===== src/rtl/core/tte_pkg.sv =====
// Shared types and constants for the truncated time-of-day expander.
// No dependencies; every other file of the block but tte_ifs imports this package.
`timescale 1ns / 1ps
`default_nettype none

package tte_pkg;

    // Time of day in 1/128 s ticks
    localparam int unsigned TICK_W = 24;
    localparam logic [TICK_W-1:0] DAY_TICKS = 24'd11059200;
    localparam logic [TICK_W-1:0] DAY_MIDPOINT = 24'd5529600;
    // High byte of the last 65536-tick window that still lies inside the day
    localparam logic [7:0] TOP_HIGH = 8'hA8;

    // Seconds of day: (sec >> 7) / 675 by reciprocal, exact for 25-bit operands
    localparam logic [25:0] SEC_RECIP = 26'd50903317;
    localparam int unsigned SEC_SHIFT = 35;
    localparam logic [9:0] SEC_DIV_ODD = 10'd675;

    // Tick fraction: (ns >> 2) / 1953125 by reciprocal, exact for 28-bit operands
    localparam logic [28:0] NS_RECIP = 29'd288230377;
    localparam int unsigned NS_SHIFT = 49;
    localparam logic [29:0] NS_MAX = 30'd999999999;

    localparam logic signed [24:0] OFFSET_MAX = 25'sd11059199;

    typedef enum logic [0:0] {
        CFG_SOURCE_SYNC = 1'b0,
        CFG_AVG_OFFSET  = 1'b1
    } t_cfg_idx;

    // One report after local clock conversion
    typedef struct packed {
        logic              lsp_present;
        logic [15:0]       tod_low_part;
        logic [TICK_W-1:0] local_tick;
    } t_item;

    // Configuration seen by the back end
    typedef struct packed {
        logic               source_sync;
        logic signed [24:0] offset;
    } t_cfg;

endpackage

`default_nettype wire


===== src/rtl/core/tte_ifs.sv =====
// Valid/ready channel interfaces for requests and results of the expander.
// Stand-alone; no package needed.
`timescale 1ns / 1ps
`default_nettype none

interface tte_in_if;
    logic        valid;
    logic        ready;
    logic        lsp_present;
    logic [15:0] tod_low_part;
    logic [31:0] local_seconds;
    logic [29:0] local_nanoseconds;

    modport source (output valid, lsp_present, tod_low_part, local_seconds,
                    local_nanoseconds, input ready);
    modport sink (input valid, lsp_present, tod_low_part, local_seconds,
                  local_nanoseconds, output ready);
endinterface

interface tte_out_if;
    logic        valid;
    logic        ready;
    logic        accepted;
    logic [23:0] corrected_tod;

    modport source (output valid, accepted, corrected_tod, input ready);
    modport sink (input valid, accepted, corrected_tod, output ready);
endinterface

`default_nettype wire


===== src/rtl/core/tte_front.sv =====
// Front end: accepts requests and converts the local clock to ticks of the day.
// Depends on tte_pkg and tte_in_if.
`timescale 1ns / 1ps
`default_nettype none

module tte_front (
    input  wire logic    i_clk,
    input  wire logic    i_rst_n,
    tte_in_if.sink       i_req,
    output tte_pkg::t_item o_item,
    output logic         o_item_valid,
    input  wire logic    i_item_ready
);
    import tte_pkg::*;

    logic [29:0] ns_clamped;
    logic [56:0] ns_prod;
    logic [50:0] sec_prod;
    logic        f1_take;
    logic        f2_take;

    logic        r_f1_v;
    logic [24:0] r_f1_sec_hi;
    logic [15:0] r_f1_q;
    logic [6:0]  r_f1_sec_lo;
    logic [6:0]  r_f1_frac;
    logic        r_f1_lsp;
    logic [15:0] r_f1_low;

    logic [25:0] sec_rem_full;
    t_item       n_f2_item;
    logic        r_f2_v;
    t_item       r_f2_item;

    // Stage 1: clamp nanoseconds, reciprocal multiplies
    always_comb begin
        ns_clamped = (i_req.local_nanoseconds > NS_MAX) ? NS_MAX : i_req.local_nanoseconds;
        ns_prod    = 57'(ns_clamped[29:2]) * 57'(NS_RECIP);
        sec_prod   = 51'(i_req.local_seconds[31:7]) * 51'(SEC_RECIP);
    end

    assign f2_take     = !r_f2_v || i_item_ready;
    assign f1_take     = !r_f1_v || f2_take;
    assign i_req.ready = f1_take;

    always_ff @(posedge i_clk) begin
        if (!i_rst_n) begin
            r_f1_v <= 1'b0;
        end else if (f1_take) begin
            r_f1_v <= i_req.valid;
        end
    end

    always_ff @(posedge i_clk) begin
        if (f1_take && i_req.valid) begin
            r_f1_sec_hi <= i_req.local_seconds[31:7];
            r_f1_q      <= sec_prod[SEC_SHIFT+15:SEC_SHIFT];
            r_f1_sec_lo <= i_req.local_seconds[6:0];
            r_f1_frac   <= ns_prod[NS_SHIFT+6:NS_SHIFT];
            r_f1_lsp    <= i_req.lsp_present;
            r_f1_low    <= i_req.tod_low_part;
        end
    end

    // Stage 2: remainder of the odd factor, assemble ticks of the day
    always_comb begin
        sec_rem_full = 26'(r_f1_sec_hi) - 26'(r_f1_q) * 26'(SEC_DIV_ODD);
        n_f2_item.lsp_present  = r_f1_lsp;
        n_f2_item.tod_low_part = r_f1_low;
        n_f2_item.local_tick   = {sec_rem_full[9:0], r_f1_sec_lo, r_f1_frac};
    end

    always_ff @(posedge i_clk) begin
        if (!i_rst_n) begin
            r_f2_v <= 1'b0;
        end else if (f2_take) begin
            r_f2_v <= r_f1_v;
        end
    end

    always_ff @(posedge i_clk) begin
        if (f2_take && r_f1_v) begin
            r_f2_item <= n_f2_item;
        end
    end

    assign o_item_valid = r_f2_v;
    assign o_item       = r_f2_item;

endmodule

`default_nettype wire


===== src/rtl/core/tte_queue.sv =====
// Short queue of converted requests between front and back end.
// Depends on tte_pkg.
`timescale 1ns / 1ps
`default_nettype none

module tte_queue #(
    parameter int unsigned DEPTH = 4
) (
    input  wire logic          i_clk,
    input  wire logic          i_rst_n,
    input  wire logic          i_push_valid,
    input  wire tte_pkg::t_item i_push_item,
    output logic               o_push_ready,
    output logic               o_pop_valid,
    output tte_pkg::t_item     o_pop_item,
    input  wire logic          i_pop_ready
);
    import tte_pkg::*;

    localparam int unsigned PTR_W = $clog2(DEPTH);
    localparam int unsigned CNT_W = $clog2(DEPTH + 1);

    t_item              r_mem [DEPTH];
    logic [PTR_W-1:0]   r_wr_ptr;
    logic [PTR_W-1:0]   r_rd_ptr;
    logic [CNT_W-1:0]   r_count;
    logic               push;
    logic               pop;

    assign o_push_ready = (r_count != CNT_W'(DEPTH));
    assign o_pop_valid  = (r_count != '0);
    assign o_pop_item   = r_mem[r_rd_ptr];
    assign push         = i_push_valid && o_push_ready;
    assign pop          = o_pop_valid && i_pop_ready;

    always_ff @(posedge i_clk) begin
        if (push) begin
            r_mem[r_wr_ptr] <= i_push_item;
        end
    end

    always_ff @(posedge i_clk) begin
        if (!i_rst_n) begin
            r_wr_ptr <= '0;
            r_rd_ptr <= '0;
            r_count  <= '0;
        end else begin
            if (push) begin
                r_wr_ptr <= (r_wr_ptr == PTR_W'(DEPTH - 1)) ? '0 : r_wr_ptr + 1'b1;
            end
            if (pop) begin
                r_rd_ptr <= (r_rd_ptr == PTR_W'(DEPTH - 1)) ? '0 : r_rd_ptr + 1'b1;
            end
            if (push && !pop) begin
                r_count <= r_count + 1'b1;
            end else if (pop && !push) begin
                r_count <= r_count - 1'b1;
            end
        end
    end

endmodule

`default_nettype wire


===== src/rtl/core/tte_back.sv =====
// Back end: window expansion against the stored reference, offset correction.
// Depends on tte_pkg and tte_out_if.
`timescale 1ns / 1ps
`default_nettype none

module tte_back (
    input  wire logic           i_clk,
    input  wire logic           i_rst_n,
    input  wire tte_pkg::t_cfg  i_cfg,
    input  wire logic           i_item_valid,
    input  wire tte_pkg::t_item i_item,
    output logic                o_item_ready,
    tte_out_if.source           o_rsp
);
    import tte_pkg::*;

    function automatic logic [TICK_W-1:0] circ_dist(input logic [TICK_W-1:0] t,
                                                    input logic [TICK_W-1:0] rf);
        logic [TICK_W-1:0] d;
        begin
            d = (t > rf) ? (t - rf) : (rf - t);
            if (t >= DAY_TICKS) begin
                return DAY_TICKS;
            end
            return (d > DAY_MIDPOINT) ? (DAY_TICKS - d) : d;
        end
    endfunction

    logic [TICK_W-1:0] r_last;
    logic [TICK_W-1:0] ref_tick;
    logic [7:0]        high;
    logic [TICK_W-1:0] cand_same;
    logic [TICK_W-1:0] cand_below;
    logic [TICK_W-1:0] cand_above;
    logic [TICK_W-1:0] dist_same;
    logic [TICK_W-1:0] dist_below;
    logic [TICK_W-1:0] dist_above;
    logic [TICK_W-1:0] best;
    logic [TICK_W-1:0] best_dist;
    logic [TICK_W-1:0] n_tod;

    logic              out_take;
    logic              b1_take;
    logic              pop;

    logic              r_b1_v;
    logic              r_b1_acc;
    logic [TICK_W-1:0] r_b1_tod;

    logic signed [TICK_W+1:0] diff;
    logic [TICK_W-1:0]        n_corr;
    logic                     r_o_v;
    logic                     r_o_acc;
    logic [TICK_W-1:0]        r_o_tod;

    // Expand the low part against the reference; ties keep the same window, then below
    always_comb begin
        ref_tick   = (r_last != '0) ? r_last : i_item.local_tick;
        high       = ref_tick[23:16];
        cand_same  = {high, i_item.tod_low_part};
        cand_below = (high != '0) ? {high - 8'd1, i_item.tod_low_part}
                                  : {TOP_HIGH, i_item.tod_low_part};
        cand_above = (high < TOP_HIGH) ? {high + 8'd1, i_item.tod_low_part}
                                       : {8'd0, i_item.tod_low_part};
        dist_same  = circ_dist(cand_same, ref_tick);
        dist_below = circ_dist(cand_below, ref_tick);
        dist_above = circ_dist(cand_above, ref_tick);
        best       = cand_same;
        best_dist  = dist_same;
        if (dist_below < best_dist) begin
            best      = cand_below;
            best_dist = dist_below;
        end
        if (dist_above < best_dist) begin
            best = cand_above;
        end
        n_tod = i_item.lsp_present ? best : ref_tick;
    end

    assign out_take     = !r_o_v || o_rsp.ready;
    assign b1_take      = !r_b1_v || out_take;
    assign pop          = i_item_valid && b1_take;
    assign o_item_ready = b1_take;

    always_ff @(posedge i_clk) begin
        if (!i_rst_n) begin
            r_last <= '0;
            r_b1_v <= 1'b0;
        end else begin
            if (pop && i_cfg.source_sync) begin
                r_last <= n_tod;
            end
            if (b1_take) begin
                r_b1_v <= i_item_valid;
            end
        end
    end

    always_ff @(posedge i_clk) begin
        if (pop) begin
            r_b1_acc <= i_cfg.source_sync;
            r_b1_tod <= i_cfg.source_sync ? n_tod : '0;
        end
    end

    // Subtract the offset with a single day wrap; rejected reports show zero
    always_comb begin
        diff = $signed({2'b00, r_b1_tod}) - (TICK_W + 2)'(i_cfg.offset);
        if (diff < 0) begin
            diff = diff + $signed({2'b00, DAY_TICKS});
        end else if (diff >= $signed({2'b00, DAY_TICKS})) begin
            diff = diff - $signed({2'b00, DAY_TICKS});
        end
        n_corr = r_b1_acc ? diff[TICK_W-1:0] : '0;
    end

    always_ff @(posedge i_clk) begin
        if (!i_rst_n) begin
            r_o_v <= 1'b0;
        end else if (out_take) begin
            r_o_v <= r_b1_v;
        end
    end

    always_ff @(posedge i_clk) begin
        if (out_take && r_b1_v) begin
            r_o_acc <= r_b1_acc;
            r_o_tod <= n_corr;
        end
    end

    assign o_rsp.valid         = r_o_v;
    assign o_rsp.accepted      = r_o_acc;
    assign o_rsp.corrected_tod = r_o_tod;

endmodule

`default_nettype wire


===== src/rtl/core/truncated_time_of_day_expander.sv =====
// Top level of the truncated time-of-day expander: configuration registers, front end,
// request queue and back end. Depends on tte_pkg, tte_ifs, tte_front, tte_queue, tte_back.
`timescale 1ns / 1ps
`default_nettype none

// Usage
//   i_req  : one report per request (lsp_present, tod_low_part, local clock).
//   o_rsp  : one result per request, in order: accepted and corrected_tod.
//   i_cfg_*: write source_synchronized (index 0) or average_offset (index 1)
//            while no request is in flight; the offset is saturated to
//            +/- one day less one tick as it is written.
// Throughput: one request per cycle while o_rsp.ready stays high. The only loop is the
//   stored reference, which the back end reads and updates in the same cycle.
// A request taken on i_req reaches o_rsp through two front stages (reciprocal
//   multiply for the seconds of day and tick fraction, then the remainder),
//   one queue slot, the expansion stage that updates the reference, and the
//   offset-correction output register.
// Stall: when o_rsp.ready is low the result holds, the back end stops
//   popping and the queue fills; i_req.ready drops only once the queue and
//   both front stages are full, so about QUEUE_DEPTH + 4 requests are absorbed.
// Reset (synchronous, active low) clears the stored reference (so the next
//   report uses the local clock), both configuration registers and all
//   valid flags; nothing is presented until a new request arrives.
module truncated_time_of_day_expander #(
    parameter int unsigned QUEUE_DEPTH = 4
) (
    input  wire logic              i_clk,
    input  wire logic              i_rst_n,
    tte_in_if.sink                 i_req,
    tte_out_if.source              o_rsp,
    input  wire logic              i_cfg_we,
    input  wire tte_pkg::t_cfg_idx i_cfg_idx,
    input  wire logic [24:0]       i_cfg_wdata
);
    import tte_pkg::*;

    logic               r_source_sync;
    logic signed [24:0] r_avg_offset;
    logic signed [24:0] offset_sat;
    t_cfg               cfg;

    t_item              front_item;
    logic               front_valid;
    logic               front_ready;
    t_item              queue_item;
    logic               queue_valid;
    logic               queue_ready;

    // Saturate the offset on write so the back end sees an in-range value
    always_comb begin
        offset_sat = $signed(i_cfg_wdata);
        if (offset_sat > OFFSET_MAX) begin
            offset_sat = OFFSET_MAX;
        end else if (offset_sat < -OFFSET_MAX) begin
            offset_sat = -OFFSET_MAX;
        end
    end

    always_ff @(posedge i_clk) begin
        if (!i_rst_n) begin
            r_source_sync <= 1'b0;
            r_avg_offset  <= '0;
        end else if (i_cfg_we) begin
            case (i_cfg_idx)
                CFG_SOURCE_SYNC: begin
                    r_source_sync <= i_cfg_wdata[0];
                end
                CFG_AVG_OFFSET: begin
                    r_avg_offset <= offset_sat;
                end
                default: begin
                    r_source_sync <= r_source_sync;
                end
            endcase
        end
    end

    assign cfg.source_sync = r_source_sync;
    assign cfg.offset      = r_avg_offset;

    // Convert local clock to ticks of the day
    tte_front u_front (
        .i_clk        (i_clk),
        .i_rst_n      (i_rst_n),
        .i_req        (i_req),
        .o_item       (front_item),
        .o_item_valid (front_valid),
        .i_item_ready (front_ready)
    );

    // Decouple front and back so each can stall on its own
    tte_queue #(
        .DEPTH (QUEUE_DEPTH)
    ) u_queue (
        .i_clk        (i_clk),
        .i_rst_n      (i_rst_n),
        .i_push_valid (front_valid),
        .i_push_item  (front_item),
        .o_push_ready (front_ready),
        .o_pop_valid  (queue_valid),
        .o_pop_item   (queue_item),
        .i_pop_ready  (queue_ready)
    );

    // Expand against the stored reference and apply the offset
    tte_back u_back (
        .i_clk        (i_clk),
        .i_rst_n      (i_rst_n),
        .i_cfg        (cfg),
        .i_item_valid (queue_valid),
        .i_item       (queue_item),
        .o_item_ready (queue_ready),
        .o_rsp        (o_rsp)
    );

endmodule

`default_nettype wire


===== src/flat_wrapper.sv =====
// flat-port wrapper written by rule: the top's interface ports become plain ports
module truncated_time_of_day_expander_flat import tte_pkg::*;
#(
    parameter int unsigned QUEUE_DEPTH = 4
)
  (i_clk, i_rst_n, i_cfg_we, i_cfg_idx, i_cfg_wdata, i_req_valid, i_req_lsp_present, i_req_tod_low_part, i_req_local_seconds, i_req_local_nanoseconds, i_req_ready, o_rsp_valid, o_rsp_accepted, o_rsp_corrected_tod, o_rsp_ready);
  tte_in_if i_req_i ();
  tte_out_if o_rsp_i ();
  input  wire logic i_clk;
  input  wire logic i_rst_n;
  input  wire logic i_cfg_we;
  input  wire tte_pkg::t_cfg_idx i_cfg_idx;
  input  wire logic [24:0] i_cfg_wdata;
  input wire logic [$bits(i_req_i.valid)-1:0] i_req_valid;
  input wire logic [$bits(i_req_i.lsp_present)-1:0] i_req_lsp_present;
  input wire logic [$bits(i_req_i.tod_low_part)-1:0] i_req_tod_low_part;
  input wire logic [$bits(i_req_i.local_seconds)-1:0] i_req_local_seconds;
  input wire logic [$bits(i_req_i.local_nanoseconds)-1:0] i_req_local_nanoseconds;
  output wire logic [$bits(i_req_i.ready)-1:0] i_req_ready;
  output wire logic [$bits(o_rsp_i.valid)-1:0] o_rsp_valid;
  output wire logic [$bits(o_rsp_i.accepted)-1:0] o_rsp_accepted;
  output wire logic [$bits(o_rsp_i.corrected_tod)-1:0] o_rsp_corrected_tod;
  input wire logic [$bits(o_rsp_i.ready)-1:0] o_rsp_ready;
  assign i_req_i.valid = i_req_valid;
  assign i_req_i.lsp_present = i_req_lsp_present;
  assign i_req_i.tod_low_part = i_req_tod_low_part;
  assign i_req_i.local_seconds = i_req_local_seconds;
  assign i_req_i.local_nanoseconds = i_req_local_nanoseconds;
  assign i_req_ready = i_req_i.ready;
  assign o_rsp_valid = o_rsp_i.valid;
  assign o_rsp_accepted = o_rsp_i.accepted;
  assign o_rsp_corrected_tod = o_rsp_i.corrected_tod;
  assign o_rsp_i.ready = o_rsp_ready;
  truncated_time_of_day_expander #(.QUEUE_DEPTH(QUEUE_DEPTH)) u_core (.i_clk(i_clk), .i_rst_n(i_rst_n), .i_req(i_req_i), .o_rsp(o_rsp_i), .i_cfg_we(i_cfg_we), .i_cfg_idx(i_cfg_idx), .i_cfg_wdata(i_cfg_wdata));
endmodule

===== config.mk =====
export PLATFORM = sky130hd
export DESIGN_NAME = truncated_time_of_day_expander_flat
export DESIGN_NICKNAME = d
export VERILOG_FILES = /design/src/rtl/core/tte_pkg.sv /design/src/rtl/core/tte_ifs.sv /design/src/rtl/core/tte_front.sv /design/src/rtl/core/tte_queue.sv /design/src/rtl/core/tte_back.sv /design/src/rtl/core/truncated_time_of_day_expander.sv /design/src/flat_wrapper.sv
export SDC_FILE = /design/constraint.sdc
export NUM_CORES = 2
export LEC_CHECK = 0
export BUFFER_PORTS_ARGS = -buffer_cell sky130_fd_sc_hd__buf_2
export CAP_MARGIN = 10
export CORE_MARGIN = 2
export CORE_UTILIZATION = 59
export CTS_CLUSTER_DIAMETER = 200
export DETAILED_ROUTE_END_ITERATION = 16
export GPL_TIMING_DRIVEN = 0
export PLACE_DENSITY = 0.79
export SLEW_MARGIN = 15
export SYNTH_ARGS = -nofsm -noshare
export SYNTH_HDL_FRONTEND = slang
export SYNTH_SLANG_ARGS = --single-unit
export TNS_END_PERCENT = 30

===== constraint.sdc =====
create_clock -name i_clk -period 10.9 [get_ports i_clk]
set_clock_uncertainty 0.2 [all_clocks]
set_input_delay 1.635 -clock i_clk [delete_from_list [all_inputs] [get_ports i_clk]]
set_output_delay 1.635 -clock i_clk [all_outputs]
set_load 0.005 [all_outputs]

==> results.md <==
* Status: completed
* Fmax at 94.85 MHz
* Layout cells sized above 1 at 0.1151
* CTS Buf Count at 36
* End-of-flow core utilization at 0.6538
* First-pass GRT wire length at 177,400 um
* Slowest CP cell: fa_2
* Layout area overhead at 9.845%
* Slew margin rel. at 0.1990
* Pin count of the biggest net entering global routing at 34
* Max Fanout on Critical Path at 10
* Antenna-violating nets left at 0
* Post-synthesis cell count at 4,168
* Post-synth EDFFs at 306
* CP delay by family, top: adder cells
* Setup violators final at 0
* Worst setup SP type: input pin
* Row count at 99
* Slew @ Worst Pin at 1193 ps
* Initial antenna violation count at 0
* Clock sink count at 369
* Gr usage total at 0.2989
* Prevailing post-synth register cell: edfxtp_1
* Total gr overflow at 0
* Routed len/inst at 20.69 um
* #FFs+latches synth at 369
* Die Ht at 275.3 um
* Diodes inserted at 0
* Post-synthesis adder-cell area fraction at 0.4087
* Mapped Avg Cell Area at 10.42 um^2
* Sequential area share after synthesis at 0.2406
* Max cap viols at 0
* Worst Hold Class: reg2reg
* Post-Synth XOR/XNOR Area at 0.02898
* Clk slew on worst S/H paths at 70 ps
* Data arrival time of the worst path at 10,620 ps
* Critical Setup Path Class: in2reg
* Vias in the first global route at 33,320
* Post-layout minimum cycle time at 10,540 ps
* Syn Nets at 5,424
* Post-synthesis mux area share at 0.03506
* Crit path capture type: flip-flop
* Compound-gate portion of the synthesized area at 0.1146
* Worst Path Required at 10,980 ps
* Hpwl dp at 89,130 um
* Starting DRT DRC Count at 2,433
* Top cell type's share of synthesized area at 0.2116
* Cells after DPL at 5,269
* Most frequent CP cell: fa_1
* Initial core utilization at 0.5952
* Max clock buf depth at 3
* Endpoints failing hold at 0
* Die area at 0.07579 mm^2
* CTS tree: built
* DRT Wirelength at 111,200 um
* Post-route cell area at 0.04770 mm^2
* DRC viols at 0
* DR pass1 iterations at 8
* Synth area leader: edfxtp_1
* Clock Latency Late Sink at 540 ps
* IO buf count at 135
* Buffers and inverters on the worst path at 7
* Die W at 275.3 um
* Simple-gate share of the synthesized area at 0.09516
* Placed cell areas at 0.04549 mm^2
* Max Slew Vio Count at 0
* Max incr delay on CP at 610 ps
* Root Buffer: clkbuf_16
* Post-synth ARST share at 0
* Yosys warns at 0
* Synth area leaders: edfxtp_1 21%, fa_1 21%, ha_1 20%
* Placer Congestion at 0.9967
* Final non-filler cell total at 5,372
* Vias post-DR at 31,910
* CTS Hold Bufs at 0
* # nets final at 5,642
* Final Cycle Share at 0.9672
* Core area at 0.07296 mm^2
* Filler cell count at 5,561
* Synth unique cells at 102
* Mapped cell area at 0.04343 mm^2
* Hold Slack at 210.5 ps
* Via density at 5.940
* CTS H-Tree Depth at 2
* Largest family of logic cells by synthesized area: adder cells
* # IOs at 137
worst paths after layout:
check / start / endpoint / slack, ps / cells after the start
setup / recovery: i_req_local_nanoseconds[7] / u_core.u_front.r_f1_frac[6] / 360 / 38
hold / removal: u_core.u_front.r_f1_low[14] / u_core.u_front.o_item[38] / 210 / 0
setup reg to reg: flip-flop / u_core.u_back.r_b1_tod[18] / 380 / 46
hold reg to reg: u_core.u_front.r_f1_low[14] / u_core.u_front.o_item[38] / 210 / 0
placed cells by master, fill, tap and decap left out, drive strengths merged, types with 36 or more instances in the layout:
master | netlist | layout
dfxtp | 63 | 63
xnor2 | 102 | 102
edfxtp | 306 | 306
and2 | 62 | 62
nand3 | 44 | 44
inv | 740 | 737
a21oi | 184 | 184
o21a | 37 | 37
nand2 | 171 | 171
nand4 | 38 | 38
mux2i | 53 | 53
clkbuf | 81 | 114
a31oi | 36 | 36
xor2 | 40 | 40
nand2b | 42 | 42
nor3 | 64 | 64
nor2 | 213 | 213
mux4 | 41 | 41
buf | 40 | 235
a21o | 88 | 88
fa | 454 | 454
nor2b | 47 | 47
ha | 692 | 692
o21ai | 159 | 159
flip-flops by register name (all words and copies together) (netlist names), 7 cells and up, named ones only:
signal / count
u_core.r_avg_offset: 25
u_core.u_front.r_f1_frac: 7
u_core.u_front.o_item: 41
u_core.u_front.r_f1_low: 16
u_core.u_front.r_f1_sec_hi: 10
u_core.u_front.r_f1_q: 10
u_core.u_front.r_f1_sec_lo: 7
u_core.u_queue.r_mem: 164
u_core.u_back.r_b1_tod: 24
u_core.u_back.o_rsp.corrected_tod: 24
u_core.u_back.r_last: 24
cells in the mapped netlist, drive strengths merged (41+ instances only):
| library cell | n |
|---|---|
| fa | 454 |
| nand2 | 171 |
| nor2b | 47 |
| xnor2 | 102 |
| ha | 692 |
| nand2b | 42 |
| edfxtp | 306 |
| and2 | 62 |
| mux4 | 41 |
| a21oi | 184 |
| a21o | 88 |
| nand3 | 44 |
| inv | 740 |
| nor2 | 213 |
| dfxtp | 63 |
| o21ai | 159 |
| clkbuf | 81 |
| nor3 | 64 |
| mux2i | 53 |
cell families after synthesis:
logic type	count (synthesis)
buffers and inverters	862
muxes	99
xor gates and xnor gates	142
AOI/OAI and AO/OA	743
and+or+nand+nor	807
DFF	369
adders and majority gates	1146
layout make-up:
cell class	count	area [um^2]	share of cell area
clock inverters	17	155.1	0.003252
clock buffers	48	996.0	0.02088
multi-input cells	2937	30260	0.6343
inverters	741	2800	0.05870
well taps	959	1200	0.02515
plain buffers	113	666.9	0.01398
repair buffers	188	1176	0.02466
flip-flops and latches	369	10450	0.2191
stage by stage:
| stage | worst slack [ps] | TNS [ps] |
|---|---|---|
| finish | 357.1 | 0 |
| global route | -96.37 | -391.4 |
| CTS | 11.48 | 0 |
| detailed placement | -3258 | -52680 |
| global placement | -3164 | -51190 |
| floorplan | 175.8 | 0 |
what timing repair did:
item	4_1_cts	5_1_grt
setup buffers	16	30
pin swaps	14	21
gates resized for setup	111	103
endpoints found under the setup margin	18	20
routing by layer:
metal	wire length (um)	global-route usage	vias up
li1	-	-	14750
met1	45000	0.3828	15710
met2	54620	0.5134	1190
met3	7403	0.04872	263
met4	4142	0.1073	0
met5	0	0	-
Power is not shown: default switching activity piles up to over one toggle a cycle in this logic, so the estimate is an artifact.
